$ cat src/hdl/kgit_pkg.sv
// ----------------------------------------------------------------------------
// kgit_pkg
// Shared types and codes for the key-frame group index table.
// ----------------------------------------------------------------------------
package kgit_pkg;

   localparam logic [1:0] REQ_FRAME = 2'd0;
   localparam logic [1:0] REQ_QUERY = 2'd1;
   localparam logic [1:0] REQ_CLEAR = 2'd2;

   typedef enum logic [1:0] {
      CMD_FRAME,
      CMD_QUERY,
      CMD_CLEAR,
      CMD_NONE
   } cmd_kind_type;

   typedef struct packed {
      cmd_kind_type       kind;
      logic [30:0]        frame_index;
      logic [31:0]        frame_time;
      logic               key_frame;
      logic [30:0]        latency_limit;
      logic signed [31:0] clear_bound;
   } cmd_type;

   typedef enum logic [2:0] {
      ST_IDLE,
      ST_FRAME,
      ST_QREAD,
      ST_QSCAN,
      ST_CREAD,
      ST_CSCAN,
      ST_DONE
   } back_state_type;

endpackage

$ cat src/hdl/kgit_front.sv
// ----------------------------------------------------------------------------
// kgit_front
// Accepts request items, classifies them and queues them for the back end.
// ----------------------------------------------------------------------------
module kgit_front
   import kgit_pkg::*;
(
   input  logic               clock,
   input  logic               reset,
   input  logic               start,
   output logic               busy,
   input  logic [1:0]         req_type,
   input  logic [30:0]        req_frame_index,
   input  logic [31:0]        req_frame_time,
   input  logic               req_key_frame,
   input  logic [30:0]        req_latency_limit,
   input  logic signed [31:0] req_clear_bound,
   output logic               q_valid,
   output cmd_type            q_cmd,
   input  logic               q_take
);

   cmd_type    q_ff [2];
   logic       wr_ptr_ff, wr_ptr_in;
   logic       rd_ptr_ff, rd_ptr_in;
   logic [1:0] count_ff, count_in;
   logic       push, pop;
   cmd_type    cmd_new;

   always_comb begin
      cmd_new.frame_index   = req_frame_index;
      cmd_new.frame_time    = req_frame_time;
      cmd_new.key_frame     = req_key_frame;
      cmd_new.latency_limit = req_latency_limit;
      cmd_new.clear_bound   = req_clear_bound;
      case (req_type)
         REQ_FRAME: cmd_new.kind = CMD_FRAME;
         REQ_QUERY: cmd_new.kind = CMD_QUERY;
         REQ_CLEAR: cmd_new.kind = CMD_CLEAR;
         default:   cmd_new.kind = CMD_NONE;
      endcase
   end

   assign busy    = (count_ff == 2'd2);
   assign push    = start && !busy;
   assign q_valid = (count_ff != 2'd0);
   assign q_cmd   = q_ff[rd_ptr_ff];
   assign pop     = q_take && q_valid;

   always_comb begin
      wr_ptr_in = push ? ~wr_ptr_ff : wr_ptr_ff;
      rd_ptr_in = pop ? ~rd_ptr_ff : rd_ptr_ff;
      count_in  = count_ff + 2'(push) - 2'(pop);
   end

   always_ff @(posedge clock) begin
      if (reset) begin
         wr_ptr_ff <= 1'b0;
         rd_ptr_ff <= 1'b0;
         count_ff  <= 2'd0;
      end else begin
         wr_ptr_ff <= wr_ptr_in;
         rd_ptr_ff <= rd_ptr_in;
         count_ff  <= count_in;
      end
   end

   always_ff @(posedge clock) begin
      if (push) begin
         q_ff[wr_ptr_ff] <= cmd_new;
      end
   end

endmodule

$ cat src/hdl/kgit_back.sv
// ----------------------------------------------------------------------------
// kgit_back
// Executes queued items: ring insert, statistics, query and clear walks.
// ----------------------------------------------------------------------------
module kgit_back
   import kgit_pkg::*;
#(
   parameter int TABLE_DEPTH = 64,
   parameter int PW          = $clog2(TABLE_DEPTH),
   parameter int CW          = $clog2(TABLE_DEPTH + 1)
) (
   input  logic          clock,
   input  logic          reset,
   input  logic          q_valid,
   input  cmd_type       q_cmd,
   output logic          q_take,
   output logic          rsp_strobe,
   output logic          rsp_found,
   output logic [30:0]   rsp_gop_start_index,
   output logic [31:0]   rsp_gop_age,
   output logic [CW-1:0] rsp_entry_count,
   output logic [31:0]   rsp_longest_gop,
   output logic [47:0]   rsp_total_gop_frames,
   output logic [31:0]   rsp_gop_total_count,
   output logic [31:0]   rsp_newest_time,
   output logic          rsp_overwrite_flag
);

   localparam logic [PW:0]   DEPTH_P = (PW+1)'(TABLE_DEPTH);
   localparam logic [CW-1:0] DEPTH_C = CW'(TABLE_DEPTH);
   localparam logic [47:0]   MAX48   = '1;
   localparam logic [31:0]   MAX32   = '1;

   back_state_type state_ff, state_in;
   cmd_type        cmd_ff;

   logic [PW-1:0] oldest_ff, oldest_in;
   logic [CW-1:0] held_ff, held_in;
   logic [CW-1:0] scan_ff, scan_in;
   logic [31:0]   latest_ff, latest_in;
   logic [31:0]   cur_ff, cur_in;
   logic [31:0]   max_ff, max_in;
   logic [47:0]   sum_ff, sum_in;
   logic [31:0]   kcnt_ff, kcnt_in;
   logic          found_ff, found_in;
   logic [30:0]   start_ff, start_in;
   logic [31:0]   age_ff, age_in;
   logic          over_ff, over_in;

   logic [30:0]   idx_mem  [TABLE_DEPTH];
   logic [31:0]   time_mem [TABLE_DEPTH];
   logic [30:0]   rd_idx_ff;
   logic [31:0]   rd_time_ff;
   logic [PW-1:0] rd_addr, wr_addr;
   logic          wr_en;

   logic          strobe_ff;
   logic [48:0]   sum_ext;
   logic [31:0]   age_now;

   function automatic logic [PW-1:0] slot_at(input logic [PW-1:0] base,
                                             input logic [CW-1:0] off);
      logic [PW:0] s;
      s = {1'b0, base} + (PW+1)'(off);
      if (s >= DEPTH_P) begin
         s = s - DEPTH_P;
      end
      return s[PW-1:0];
   endfunction

   assign q_take  = (state_ff == ST_IDLE);
   assign sum_ext = {1'b0, sum_ff} + 49'(cur_ff);
   assign age_now = latest_ff - rd_time_ff;

   always_comb begin
      state_in  = state_ff;
      oldest_in = oldest_ff;
      held_in   = held_ff;
      scan_in   = scan_ff;
      latest_in = latest_ff;
      cur_in    = cur_ff;
      max_in    = max_ff;
      sum_in    = sum_ff;
      kcnt_in   = kcnt_ff;
      found_in  = found_ff;
      start_in  = start_ff;
      age_in    = age_ff;
      over_in   = over_ff;
      rd_addr   = oldest_ff;
      wr_addr   = oldest_ff;
      wr_en     = 1'b0;
      case (state_ff)
         ST_IDLE: begin
            if (q_valid) begin
               found_in = 1'b0;
               start_in = '0;
               age_in   = '0;
               over_in  = 1'b0;
               case (q_cmd.kind)
                  CMD_FRAME: state_in = ST_FRAME;
                  CMD_QUERY: state_in = ST_QREAD;
                  CMD_CLEAR: state_in = ST_CREAD;
                  default:   state_in = ST_DONE;
               endcase
            end
         end
         ST_FRAME: begin
            latest_in = cmd_ff.frame_time;
            if (cmd_ff.key_frame) begin
               wr_en = 1'b1;
               if (held_ff == DEPTH_C) begin
                  wr_addr   = oldest_ff;
                  oldest_in = slot_at(oldest_ff, CW'(1));
                  over_in   = 1'b1;
               end else begin
                  wr_addr = slot_at(oldest_ff, held_ff);
                  held_in = held_ff + CW'(1);
               end
               if (cur_ff > max_ff) begin
                  max_in = cur_ff;
               end
               sum_in  = sum_ext[48] ? MAX48 : sum_ext[47:0];
               kcnt_in = (kcnt_ff == MAX32) ? kcnt_ff : kcnt_ff + 32'd1;
               cur_in  = 32'd1;
            end else begin
               cur_in = (cur_ff == MAX32) ? cur_ff : cur_ff + 32'd1;
            end
            state_in = ST_DONE;
         end
         ST_QREAD: begin
            if (held_ff == '0) begin
               state_in = ST_DONE;
            end else begin
               rd_addr  = slot_at(oldest_ff, held_ff - CW'(1));
               scan_in  = held_ff;
               state_in = ST_QSCAN;
            end
         end
         ST_QSCAN: begin
            // walk newest to oldest, one entry per cycle
            if (age_now >= {1'b0, cmd_ff.latency_limit}) begin
               state_in = ST_DONE;
            end else begin
               found_in = 1'b1;
               start_in = rd_idx_ff;
               age_in   = age_now;
               if (scan_ff == CW'(1)) begin
                  state_in = ST_DONE;
               end else begin
                  rd_addr = slot_at(oldest_ff, scan_ff - CW'(2));
                  scan_in = scan_ff - CW'(1);
               end
            end
         end
         ST_CREAD: begin
            if (held_ff == '0 || cmd_ff.clear_bound[31]) begin
               state_in = ST_DONE;
            end else begin
               rd_addr  = oldest_ff;
               state_in = ST_CSCAN;
            end
         end
         ST_CSCAN: begin
            if ($signed({1'b0, rd_idx_ff}) > cmd_ff.clear_bound) begin
               state_in = ST_DONE;
            end else begin
               oldest_in = slot_at(oldest_ff, CW'(1));
               held_in   = held_ff - CW'(1);
               rd_addr   = slot_at(oldest_ff, CW'(1));
               if (held_ff == CW'(1)) begin
                  state_in = ST_DONE;
               end
            end
         end
         ST_DONE: begin
            state_in = ST_IDLE;
         end
         default: begin
            state_in = ST_IDLE;
         end
      endcase
   end

   always_ff @(posedge clock) begin
      if (reset) begin
         state_ff  <= ST_IDLE;
         oldest_ff <= '0;
         held_ff   <= '0;
         latest_ff <= '0;
         cur_ff    <= '0;
         max_ff    <= '0;
         sum_ff    <= '0;
         kcnt_ff   <= '0;
         strobe_ff <= 1'b0;
      end else begin
         state_ff  <= state_in;
         oldest_ff <= oldest_in;
         held_ff   <= held_in;
         latest_ff <= latest_in;
         cur_ff    <= cur_in;
         max_ff    <= max_in;
         sum_ff    <= sum_in;
         kcnt_ff   <= kcnt_in;
         strobe_ff <= (state_ff == ST_DONE);
      end
   end

   always_ff @(posedge clock) begin
      scan_ff  <= scan_in;
      found_ff <= found_in;
      start_ff <= start_in;
      age_ff   <= age_in;
      over_ff  <= over_in;
      if (state_ff == ST_IDLE && q_valid) begin
         cmd_ff <= q_cmd;
      end
   end

   always_ff @(posedge clock) begin
      if (wr_en) begin
         idx_mem[wr_addr]  <= cmd_ff.frame_index;
         time_mem[wr_addr] <= cmd_ff.frame_time;
      end
      rd_idx_ff  <= idx_mem[rd_addr];
      rd_time_ff <= time_mem[rd_addr];
   end

   logic [30:0]   rsp_start_ff;
   logic [31:0]   rsp_age_ff;
   logic          rsp_found_ff, rsp_over_ff;
   logic [CW-1:0] rsp_count_ff;
   logic [31:0]   rsp_max_ff, rsp_kcnt_ff, rsp_time_ff;
   logic [47:0]   rsp_sum_ff;

   always_ff @(posedge clock) begin
      if (state_ff == ST_DONE) begin
         rsp_found_ff <= found_ff;
         rsp_start_ff <= start_ff;
         rsp_age_ff   <= age_ff;
         rsp_count_ff <= held_ff;
         rsp_max_ff   <= max_ff;
         rsp_sum_ff   <= sum_ff;
         rsp_kcnt_ff  <= kcnt_ff;
         rsp_time_ff  <= latest_ff;
         rsp_over_ff  <= over_ff;
      end
   end

   assign rsp_strobe           = strobe_ff;
   assign rsp_found            = rsp_found_ff;
   assign rsp_gop_start_index  = rsp_start_ff;
   assign rsp_gop_age          = rsp_age_ff;
   assign rsp_entry_count      = rsp_count_ff;
   assign rsp_longest_gop      = rsp_max_ff;
   assign rsp_total_gop_frames = rsp_sum_ff;
   assign rsp_gop_total_count  = rsp_kcnt_ff;
   assign rsp_newest_time      = rsp_time_ff;
   assign rsp_overwrite_flag   = rsp_over_ff;

`ifndef SYNTHESIS
   a_held_bound: assert property (@(posedge clock) disable iff (reset)
      held_ff <= DEPTH_C)
      else $error("held count above table depth");
   a_strobe_gap: assert property (@(posedge clock) disable iff (reset)
      strobe_ff |=> !strobe_ff)
      else $error("back-to-back result strobes");
   a_over_full: assert property (@(posedge clock) disable iff (reset)
      (strobe_ff && rsp_over_ff) |-> (rsp_count_ff == DEPTH_C))
      else $error("overwrite reported on a table that is not full");
   a_take_idle: assert property (@(posedge clock) disable iff (reset)
      (state_ff == ST_DONE) |=> (state_ff == ST_IDLE))
      else $error("done state did not return to idle");
`endif

endmodule

$ cat src/hdl/keyframe_gop_index_table_unit.sv
// Throughput: one item at a time in the back end; one table entry per cycle is
// read from the ring memory. A 2-item queue lets start be taken during a walk.
// Reset (synchronous): table empty, counters zero; ring memory is not cleared.
// The receiver cannot stall: each result is shown for one cycle on rsp_strobe.
// ----------------------------------------------------------------------------
// keyframe_gop_index_table_unit
// Key-frame group index table: front queue plus executing back end.
// ----------------------------------------------------------------------------
module keyframe_gop_index_table_unit
   import kgit_pkg::*;
#(
   parameter int TABLE_DEPTH = 64
) (
   input  logic                              clock,
   input  logic                              reset,
   input  logic                              start,
   output logic                              busy,
   input  logic [1:0]                        req_type,
   input  logic [30:0]                       req_frame_index,
   input  logic [31:0]                       req_frame_time,
   input  logic                              req_key_frame,
   input  logic [30:0]                       req_latency_limit,
   input  logic signed [31:0]                req_clear_bound,
   output logic                              rsp_strobe,
   output logic                              rsp_found,
   output logic [30:0]                       rsp_gop_start_index,
   output logic [31:0]                       rsp_gop_age,
   output logic [$clog2(TABLE_DEPTH+1)-1:0]  rsp_entry_count,
   output logic [31:0]                       rsp_longest_gop,
   output logic [47:0]                       rsp_total_gop_frames,
   output logic [31:0]                       rsp_gop_total_count,
   output logic [31:0]                       rsp_newest_time,
   output logic                              rsp_overwrite_flag
);

   logic    q_valid, q_take;
   cmd_type q_cmd;

   kgit_front u_front (
      .clock             (clock),
      .reset             (reset),
      .start             (start),
      .busy              (busy),
      .req_type          (req_type),
      .req_frame_index   (req_frame_index),
      .req_frame_time    (req_frame_time),
      .req_key_frame     (req_key_frame),
      .req_latency_limit (req_latency_limit),
      .req_clear_bound   (req_clear_bound),
      .q_valid           (q_valid),
      .q_cmd             (q_cmd),
      .q_take            (q_take)
   );

   kgit_back #(
      .TABLE_DEPTH (TABLE_DEPTH)
   ) u_back (
      .clock                (clock),
      .reset                (reset),
      .q_valid              (q_valid),
      .q_cmd                (q_cmd),
      .q_take               (q_take),
      .rsp_strobe           (rsp_strobe),
      .rsp_found            (rsp_found),
      .rsp_gop_start_index  (rsp_gop_start_index),
      .rsp_gop_age          (rsp_gop_age),
      .rsp_entry_count      (rsp_entry_count),
      .rsp_longest_gop      (rsp_longest_gop),
      .rsp_total_gop_frames (rsp_total_gop_frames),
      .rsp_gop_total_count  (rsp_gop_total_count),
      .rsp_newest_time      (rsp_newest_time),
      .rsp_overwrite_flag   (rsp_overwrite_flag)
   );

endmodule
$ cat config.mk
export PLATFORM = sky130hd
export DESIGN_NAME = keyframe_gop_index_table_unit
export DESIGN_NICKNAME = d
export VERILOG_FILES = /design/src/hdl/kgit_pkg.sv /design/src/hdl/kgit_front.sv /design/src/hdl/kgit_back.sv /design/src/hdl/keyframe_gop_index_table_unit.sv
export SDC_FILE = /design/constraint.sdc
export NUM_CORES = 2
export LEC_CHECK = 0
export BUFFER_PORTS_ARGS = -buffer_cell sky130_fd_sc_hd__buf_2
export CAP_MARGIN = 10
export CORE_MARGIN = 5
export CORE_UTILIZATION = 30
export DETAILED_ROUTE_END_ITERATION = 12
export GPL_ROUTABILITY_DRIVEN = 0
export HOLD_SLACK_MARGIN = 0.05
export SETUP_SLACK_MARGIN = 0.02
export SYNTH_ARGS = -nofsm -noshare
export SYNTH_HDL_FRONTEND = slang
export SYNTH_HIERARCHICAL = 1
export SYNTH_MEMORY_MAX_BITS = 65536
export SYNTH_SLANG_ARGS = --single-unit
$ cat constraint.sdc
create_clock -name clock -period 15.3 [get_ports clock]
set_clock_uncertainty 0.2 [all_clocks]
set_input_delay 3.825 -clock clock [delete_from_list [all_inputs] [get_ports clock]]
set_output_delay 3.825 -clock clock [all_outputs]
set_load 0.02 [all_outputs]
* Word-level counts from Yosys, hierarchy flattened
Memories as Yosys holds them, arrays and structs flattened. A register that Yosys moved wholly into a read port is not among the register bits.
Cells that the tools add are included.
** Operators by class
- Add/sub/neg operators :: 18
- $lt $le $gt $ge :: 7
- Equality and inequality tests :: 27
- Multiplexer cells :: 56
- Bitwise gates (word level) :: 3
- Reductions and logical operators :: 23
** Operators with widths (count)
- two-way mux 32 bit :: 4
- two-way mux 6 bit :: 13
- adder 32 x 1 -> 32 bit (second input constant) :: 2
- == test 32 bit (second input constant) :: 2
- greater-than comparator 32 bit :: 2
- one-hot mux 32 bit (2 select lines) :: 1
- two-way mux 31 bit :: 2
- one-hot mux 31 bit (2 select lines) :: 1
- adder 48 x 32 -> 49 bit :: 1
- two-way mux 48 bit :: 1
- two-way mux 7 bit :: 6
- >= comparator 32 x 31 -> 1 bit :: 1
- subtractor 32 bit :: 1
- >= comparator 7 bit (second input constant) :: 4
- one-hot mux 7 bit (2 select lines) :: 2
- subtractor 6 x 1 -> 6 bit (second input constant) :: 4
- adder 6 x 7 -> 7 bit :: 3
- two-way mux 3 bit :: 6
- one-hot mux 3 bit (6 select lines) :: 1
- one-hot mux 6 bit (3 select lines) :: 1
- AND reduction 3 bit :: 5
- == test 7 x 1 -> 1 bit (second input constant) :: 2
- subtractor 7 x 1 -> 7 bit (second input constant) :: 2
- two-way mux 1 bit :: 12
- 29 further kinds :: 55
** Storage, ports and cells
- Flip-flop bits (word level) :: 612
- Memory bits (writable) :: 4290
- Bits of input ports :: 132
- Output and inout port bits :: 218
- Word-level logic and storage cells :: 168
- Memories :: 3
** Memories
- u_back.time_mem :: depth 64, width 32, read ports 1, clocked after Yosys merged registers in 1, write ports 1, RTL line kgit_back.sv:51 : logic [31:0] time_mem [TABLE_DEPTH];
- u_back.idx_mem :: depth 64, width 31, read ports 1, clocked after Yosys merged registers in 1, write ports 1, RTL line kgit_back.sv:50 : logic [30:0] idx_mem [TABLE_DEPTH];
- u_front.q_ff :: depth 2, width 129, read ports 1, clocked after Yosys merged registers in 1, write ports 1, RTL line kgit_front.sv:23 : cmd_type q_ff [2];

* Logic depth before layout (Yosys ltp)
- Depth after elaboration :: 7
- Mapped depth :: 35
- Depth with buffers taken out :: 29

* Modules after synthesis
Netlist, hierarchy kept.
** By module, submodules not included
- kgit_back :: times used 1, cells an instance 11152, area an instance 182596.4 µm², sequential area each 138663.0 µm²
- kgit_front :: times used 1, cells an instance 430, area an instance 9591.7 µm², sequential area each 7847.5 µm²

* Worst setup path before layout
OpenSTA, ideal clock, no wires.
- Path kind :: register to register
- From :: register u_back.state_ff[0]
- To :: register u_back.rsp_count_ff[0] (netlist: u_back/rsp_entry_count[0]) (enable)
- Library setup time :: 0.796 ns
- Arrival :: 9.797 ns
- Data required time :: 14.304 ns
- Path slack :: 4.506 ns
- Stages on the path, launching flop included :: 5
- Path buffers :: 3
- Period minus slack after synthesis :: 10.794 ns
- Path through :: dfxtp_1 > clkbuf_1 > clkbuf_1 > clkbuf_1 > nor2_1
** Between the ends
- Word-level cells in the longest chain between the ends :: 1
** RTL lines
- from (decl) :: RTL line kgit_back.sv:34 : back_state_type state_ff, state_in;
- from (signal assigned) :: RTL line kgit_back.sv:196 : state_ff <= state_in;
- == test 3 bit :: RTL line kgit_back.sv:236 : if (state_ff == ST_DONE) begin
- to (signal assigned) :: RTL line kgit_back.sv:240 : rsp_count_ff <= held_ff;
- to (decl) :: RTL line kgit_back.sv:231 : logic [CW-1:0] rsp_count_ff;
Every way passes these cells.
A chain may end at the register's enable or synchronous reset.

* Worst setup path in the final report
- From :: register u_back.latest_ff[0]
- To :: register u_back.rd_time_ff[2] (read register of u_back.time_mem)
** Between the ends
- Word-level cells in the longest chain between the ends :: 4
** RTL lines
- from (decl) :: RTL line kgit_back.sv:40 : logic [31:0] latest_ff, latest_in;
- from (signal assigned) :: RTL line kgit_back.sv:199 : latest_ff <= latest_in;
- subtractor 32 bit :: RTL line kgit_back.sv:73 : assign age_now = latest_ff - rd_time_ff;
- net u_back.age_now[30] :: RTL line kgit_back.sv:59 : logic [31:0] age_now;
- >= comparator 32 x 31 -> 1 bit :: RTL line kgit_back.sv:141 : if (age_now >= {1'b0, cmd_ff.latency_limit}) begin
- two-way mux 6 bit :: RTL line kgit_back.sv:141
- one-hot mux 6 bit (3 select lines) :: RTL line kgit_back.sv:92 : case (state_ff)
- to (decl) :: RTL line kgit_back.sv:53 : logic [31:0] rd_time_ff;
The timed path passes the listed nets, and every way through them passes these cells.

==> results.md <==
- Post-CTS Repair Setup Buffers: 0
- Gate Count Post-Synth: 11600
- Final setup viols: 0
- Post-route DRC violation count: 0
- Status: finished clean
- Crit path buffers/inverters: 5
- Total Routed Length: 617000 um
- Type of the most critical hold path: flip-flop to flip-flop
- Non-filler cells in the finished layout: 21000
- Register area share after synthesis: 0.762
- DP HPWL: 352000 um
- Maximum number of pins on one net before global-route repair: 147
- Cell Area, Placed: 205000 sq um
- Maximum number of buffers from clock root to sink: 4
- Worst slew margin: 0.134
- Core occupancy in the finished layout: 0.345
- Io pins: 350
- Critical-path cell with the highest stage delay: sky130_fd_sc_hd__a311oi_1
- Post-synthesis sequential element count: 4966
- Overall power: approximately 38 mW
- Net count after synthesis: around 12000
- Fraction of final layout cells sized beyond drive strength 1: 0.164
- Post-synth cell types: 89
- Clk pwr share: 0.310
- Floorplan core area: 640000 sq um
- Detailed Routing Iterations Pass 1: 6
- Synth warnings: 6
- Req. time, crit path: about 16 ns
- Cell family with the largest share of critical-path delay: compound AO/OA/AOI/OAI gates
- Number of input and output port buffers inserted: 349
- FF/Latch Area: 147000 sq um
- Worst slack after detailed placement: 3.98 ns
- Final global-route overflow total: 0
- Global-route usage over all layers: 0.180
- Die height: 810 um
- Worst supply voltage drop on vdd: 0.000185 V
- Filler cell count in the final layout: around 60000
- Clock insertion delay at the later pin of the skew report: 1.07 ns
- Fin. Hold Viols: 0
- Max_cap viols: 0
- Post-cts repair resize count: 0
- Asr flop ratio synth: 0
- Multi-input gate area: 42800 sq um
- Floorplan die area: 657000 sq um
- Cell Count Post-Placement: 20100
- Pwr Density: 173 nW/um^2
- Total number of vias: around 110k
- Post-Syn Area per Cell: 16.6 sq um
- Largest incremental delay on the critical path: 0.89 ns
- Sequential share of power: 0.449
- Crit share post-route: 0.755
- Reg clk slew, reported paths: approximately 0.060 ns
- Post-route worst setup slack: between 3 and 4 ns
- Total clock buffers created by CTS: about 470
- Slew of the pin with the lowest slew margin: roughly 1.3 ns
- Switching power as a share of total power: 0.316
- Number of buffers added to fix hold violations after cts: 0
- Root buffer cell: sky130_fd_sc_hd__clkbuf_16
- Crit path max fanout: 87
- X dimension of the die: 810 um
- Most repeated library cell on the critical path: sky130_fd_sc_hd__a21o_1
- Antenna violations before repair: 97
- CTS tree: done
- Area growth from synthesis to layout: 14.8%
- WL/cell: 29.4 um
- Kind of end point of the critical path: flip-flop
- Post-Syn Area: 192000 sq um
- Wire length of the first global-routing pass: between 800000 and 900000 um
- Switching Power: ~12 mW
- Number of flops mapped to enable cells by yosys: 4705
- Worst Hold Slack: around 0.22 ns
- Data arrival time of the critical path: 12.05 ns
- Number of global-route vias before repair: between 100k and 150k
- Initial DRC count: 16900
- Worst setup SP type: flip-flop
- Final period demand of the worst path: 11.55 ns
- Leak Pwr: 73.6 nW
- Fmax: 86.6 MHz
- Post-layout nets: 12500
- Starting Density: 0.300
- Clock H-tree levels: 5
- Fin area: 221000 sq um
- Clock sink count: 4966
- Count of standard-cell rows: 294
- Internal portion of total power: 26.0 mW
- Number of vias per cell after detailed routing: 5.38
- Setup repair after global routing missed its margin: no
- Pins over their slew limit: 0
- Sum of negative setup slack: 0 ns
- Final ANT Viol Nets: 0
- Combinational fraction of design power: 0.241
- CP Class: flip-flop to flip-flop
- Ys flop type: sky130_fd_sc_hd__edfxtp_1
layout make-up:
cell class | count | share of cell area
multi-input cells | 5837 | 0.194
repair buffers | 682 | 0.0208
flip-flops and latches | 4966 | 0.664
clock buffers | 611 | 0.0574
well taps | 8436 | 0.0478
diodes | 19 | 0.000216
clock inverters | 270 | 0.0128
inverters | 173 | 0.00300
cell usage after synthesis, types with 35 or more instances:
library cell | n | area (sq um)
sky130_fd_sc_hd__dfxtp_1 | 261 | 5230
sky130_fd_sc_hd__a32oi_1 | 266 | 2330
sky130_fd_sc_hd__inv_1 | 171 | 642
sky130_fd_sc_hd__a21oi_1 | 209 | 1050
sky130_fd_sc_hd__mux2_2 | 134 | 1510
sky130_fd_sc_hd__or3_1 | 44 | 275
sky130_fd_sc_hd__nand3_1 | 527 | 2640
sky130_fd_sc_hd__xor2_1 | 78 | 683
sky130_fd_sc_hd__a311oi_1 | 37 | 324
sky130_fd_sc_hd__nand4_1 | 250 | 1560
sky130_fd_sc_hd__a21o_1 | 41 | 308
sky130_fd_sc_hd__buf_2 | 199 | 996
sky130_fd_sc_hd__and4_1 | 40 | 350
sky130_fd_sc_hd__edfxtp_1 | 4705 | 141000
sky130_fd_sc_hd__mux4_2 | 427 | 9620
sky130_fd_sc_hd__buf_4 | 49 | 368
sky130_fd_sc_hd__buf_6 | 35 | 394
sky130_fd_sc_hd__clkbuf_1 | 263 | 987
sky130_fd_sc_hd__o21ai_0 | 121 | 606
sky130_fd_sc_hd__buf_1 | 58 | 218
sky130_fd_sc_hd__and2_1 | 45 | 282
sky130_fd_sc_hd__xnor2_1 | 64 | 561
sky130_fd_sc_hd__a31oi_1 | 102 | 638
sky130_fd_sc_hd__mux2i_1 | 363 | 3630
sky130_fd_sc_hd__nor2_1 | 317 | 1190
sky130_fd_sc_hd__and3_1 | 129 | 807
sky130_fd_sc_hd__ha_1 | 186 | 2330
sky130_fd_sc_hd__nand2_1 | 1914 | 7180
sky130_fd_sc_hd__a22oi_1 | 192 | 1440
registers in the layout, summed over array words and instances (netlist names), 31 cells and up, named ones only:
signal and cells:
u_back/time_mem 2048, u_back/idx_mem 1984, u_front/q_ff 258, u_back/cmd_ff 127, u_back/rsp_total_gop_frames 48, u_back/sum_ff 48
u_back/age_ff 32, u_back/cur_ff 32, u_back/kcnt_ff 32, u_back/latest_ff 32, u_back/max_ff 32, u_back/rd_time_ff 32
u_back/rsp_gop_age 32, u_back/rsp_gop_total_count 32, u_back/rsp_longest_gop 32, u_back/rsp_newest_time 32, u_back/rd_idx_ff 31, u_back/rsp_gop_start_index 31
u_back/start_ff 31
layout by cell type, fill, tap and decap left out, types with 36 or more instances in the layout:
| cell type | instances |
|---|---|
| sky130_fd_sc_hd__a21o_1 | 41 |
| sky130_fd_sc_hd__a21oi_1 | 209 |
| sky130_fd_sc_hd__a22oi_1 | 192 |
| sky130_fd_sc_hd__a311oi_1 | 36 |
| sky130_fd_sc_hd__a31oi_1 | 102 |
| sky130_fd_sc_hd__a32oi_1 | 266 |
| sky130_fd_sc_hd__and2_1 | 45 |
| sky130_fd_sc_hd__and3_1 | 129 |
| sky130_fd_sc_hd__and4_1 | 40 |
| sky130_fd_sc_hd__buf_2 | 348 |
| sky130_fd_sc_hd__buf_4 | 307 |
| sky130_fd_sc_hd__bufinv_16 | 47 |
| sky130_fd_sc_hd__clkbuf_1 | 107 |
| sky130_fd_sc_hd__clkbuf_16 | 473 |
| sky130_fd_sc_hd__clkinv_1 | 86 |
| sky130_fd_sc_hd__clkinv_2 | 91 |
| sky130_fd_sc_hd__dfxtp_1 | 259 |
| sky130_fd_sc_hd__edfxtp_1 | 4705 |
| sky130_fd_sc_hd__ha_1 | 186 |
| sky130_fd_sc_hd__inv_1 | 169 |
| sky130_fd_sc_hd__mux2_2 | 134 |
| sky130_fd_sc_hd__mux2i_1 | 363 |
| sky130_fd_sc_hd__mux4_2 | 427 |
| sky130_fd_sc_hd__nand2_1 | 1914 |
| sky130_fd_sc_hd__nand3_1 | 527 |
| sky130_fd_sc_hd__nand4_1 | 250 |
| sky130_fd_sc_hd__nor2_1 | 229 |
| sky130_fd_sc_hd__nor2_4 | 83 |
| sky130_fd_sc_hd__o21ai_0 | 120 |
| sky130_fd_sc_hd__or3_1 | 43 |
| sky130_fd_sc_hd__xnor2_1 | 64 |
| sky130_fd_sc_hd__xor2_1 | 78 |
worst paths after layout:
kind                            slack [ns]                endpoint                start  depth (start not counted)
worst max register to register        3.75    u_back/rd_time_ff[2]  u_back/latest_ff[0]                         30
worst min-delay path                  0.22  u_back/rsp_gop_age[22]    u_back/age_ff[22]                          0
worst max-delay path                  3.75    u_back/rd_time_ff[2]  u_back/latest_ff[0]                         30
worst min register to register        0.22  u_back/rsp_gop_age[22]    u_back/age_ff[22]                          0
kinds of logic after synthesis:
family	synth area share
compound gates	0.0437
mux	0.0768
buf+inv	0.0190
xor+xnor	0.00647
flops	0.762
simple gates	0.0791
fa+ha+maj	0.0126
power by group through the flow:
stage / Sequential [mW] / Combinational, mW / Clock [mW]
after global placement: 17.3 / 9.03 / 0
final: 17.1 / 9.18 / 11.8
after floorplan: 17.7 / 5.41 / 0
after global routing: 17.1 / 9.80 / 12.5
after detailed placement: 17.4 / 9.12 / 0
after CTS: 17.1 / 9.14 / 11.9
layer usage:
| metal | routed length [um] | GRT usage | up-vias |
|---|---|---|---|
| met2 | 286000 | 0.287 | 6871 |
| met5 | 212 | 0 | - |
| met4 | 26400 | 0.0665 | 32 |
| met3 | 68200 | 0.0343 | 1149 |
| met1 | 236000 | 0.244 | 58600 |
| li1 | - | - | 46200 |
Power figures use the tool's default switching activity.
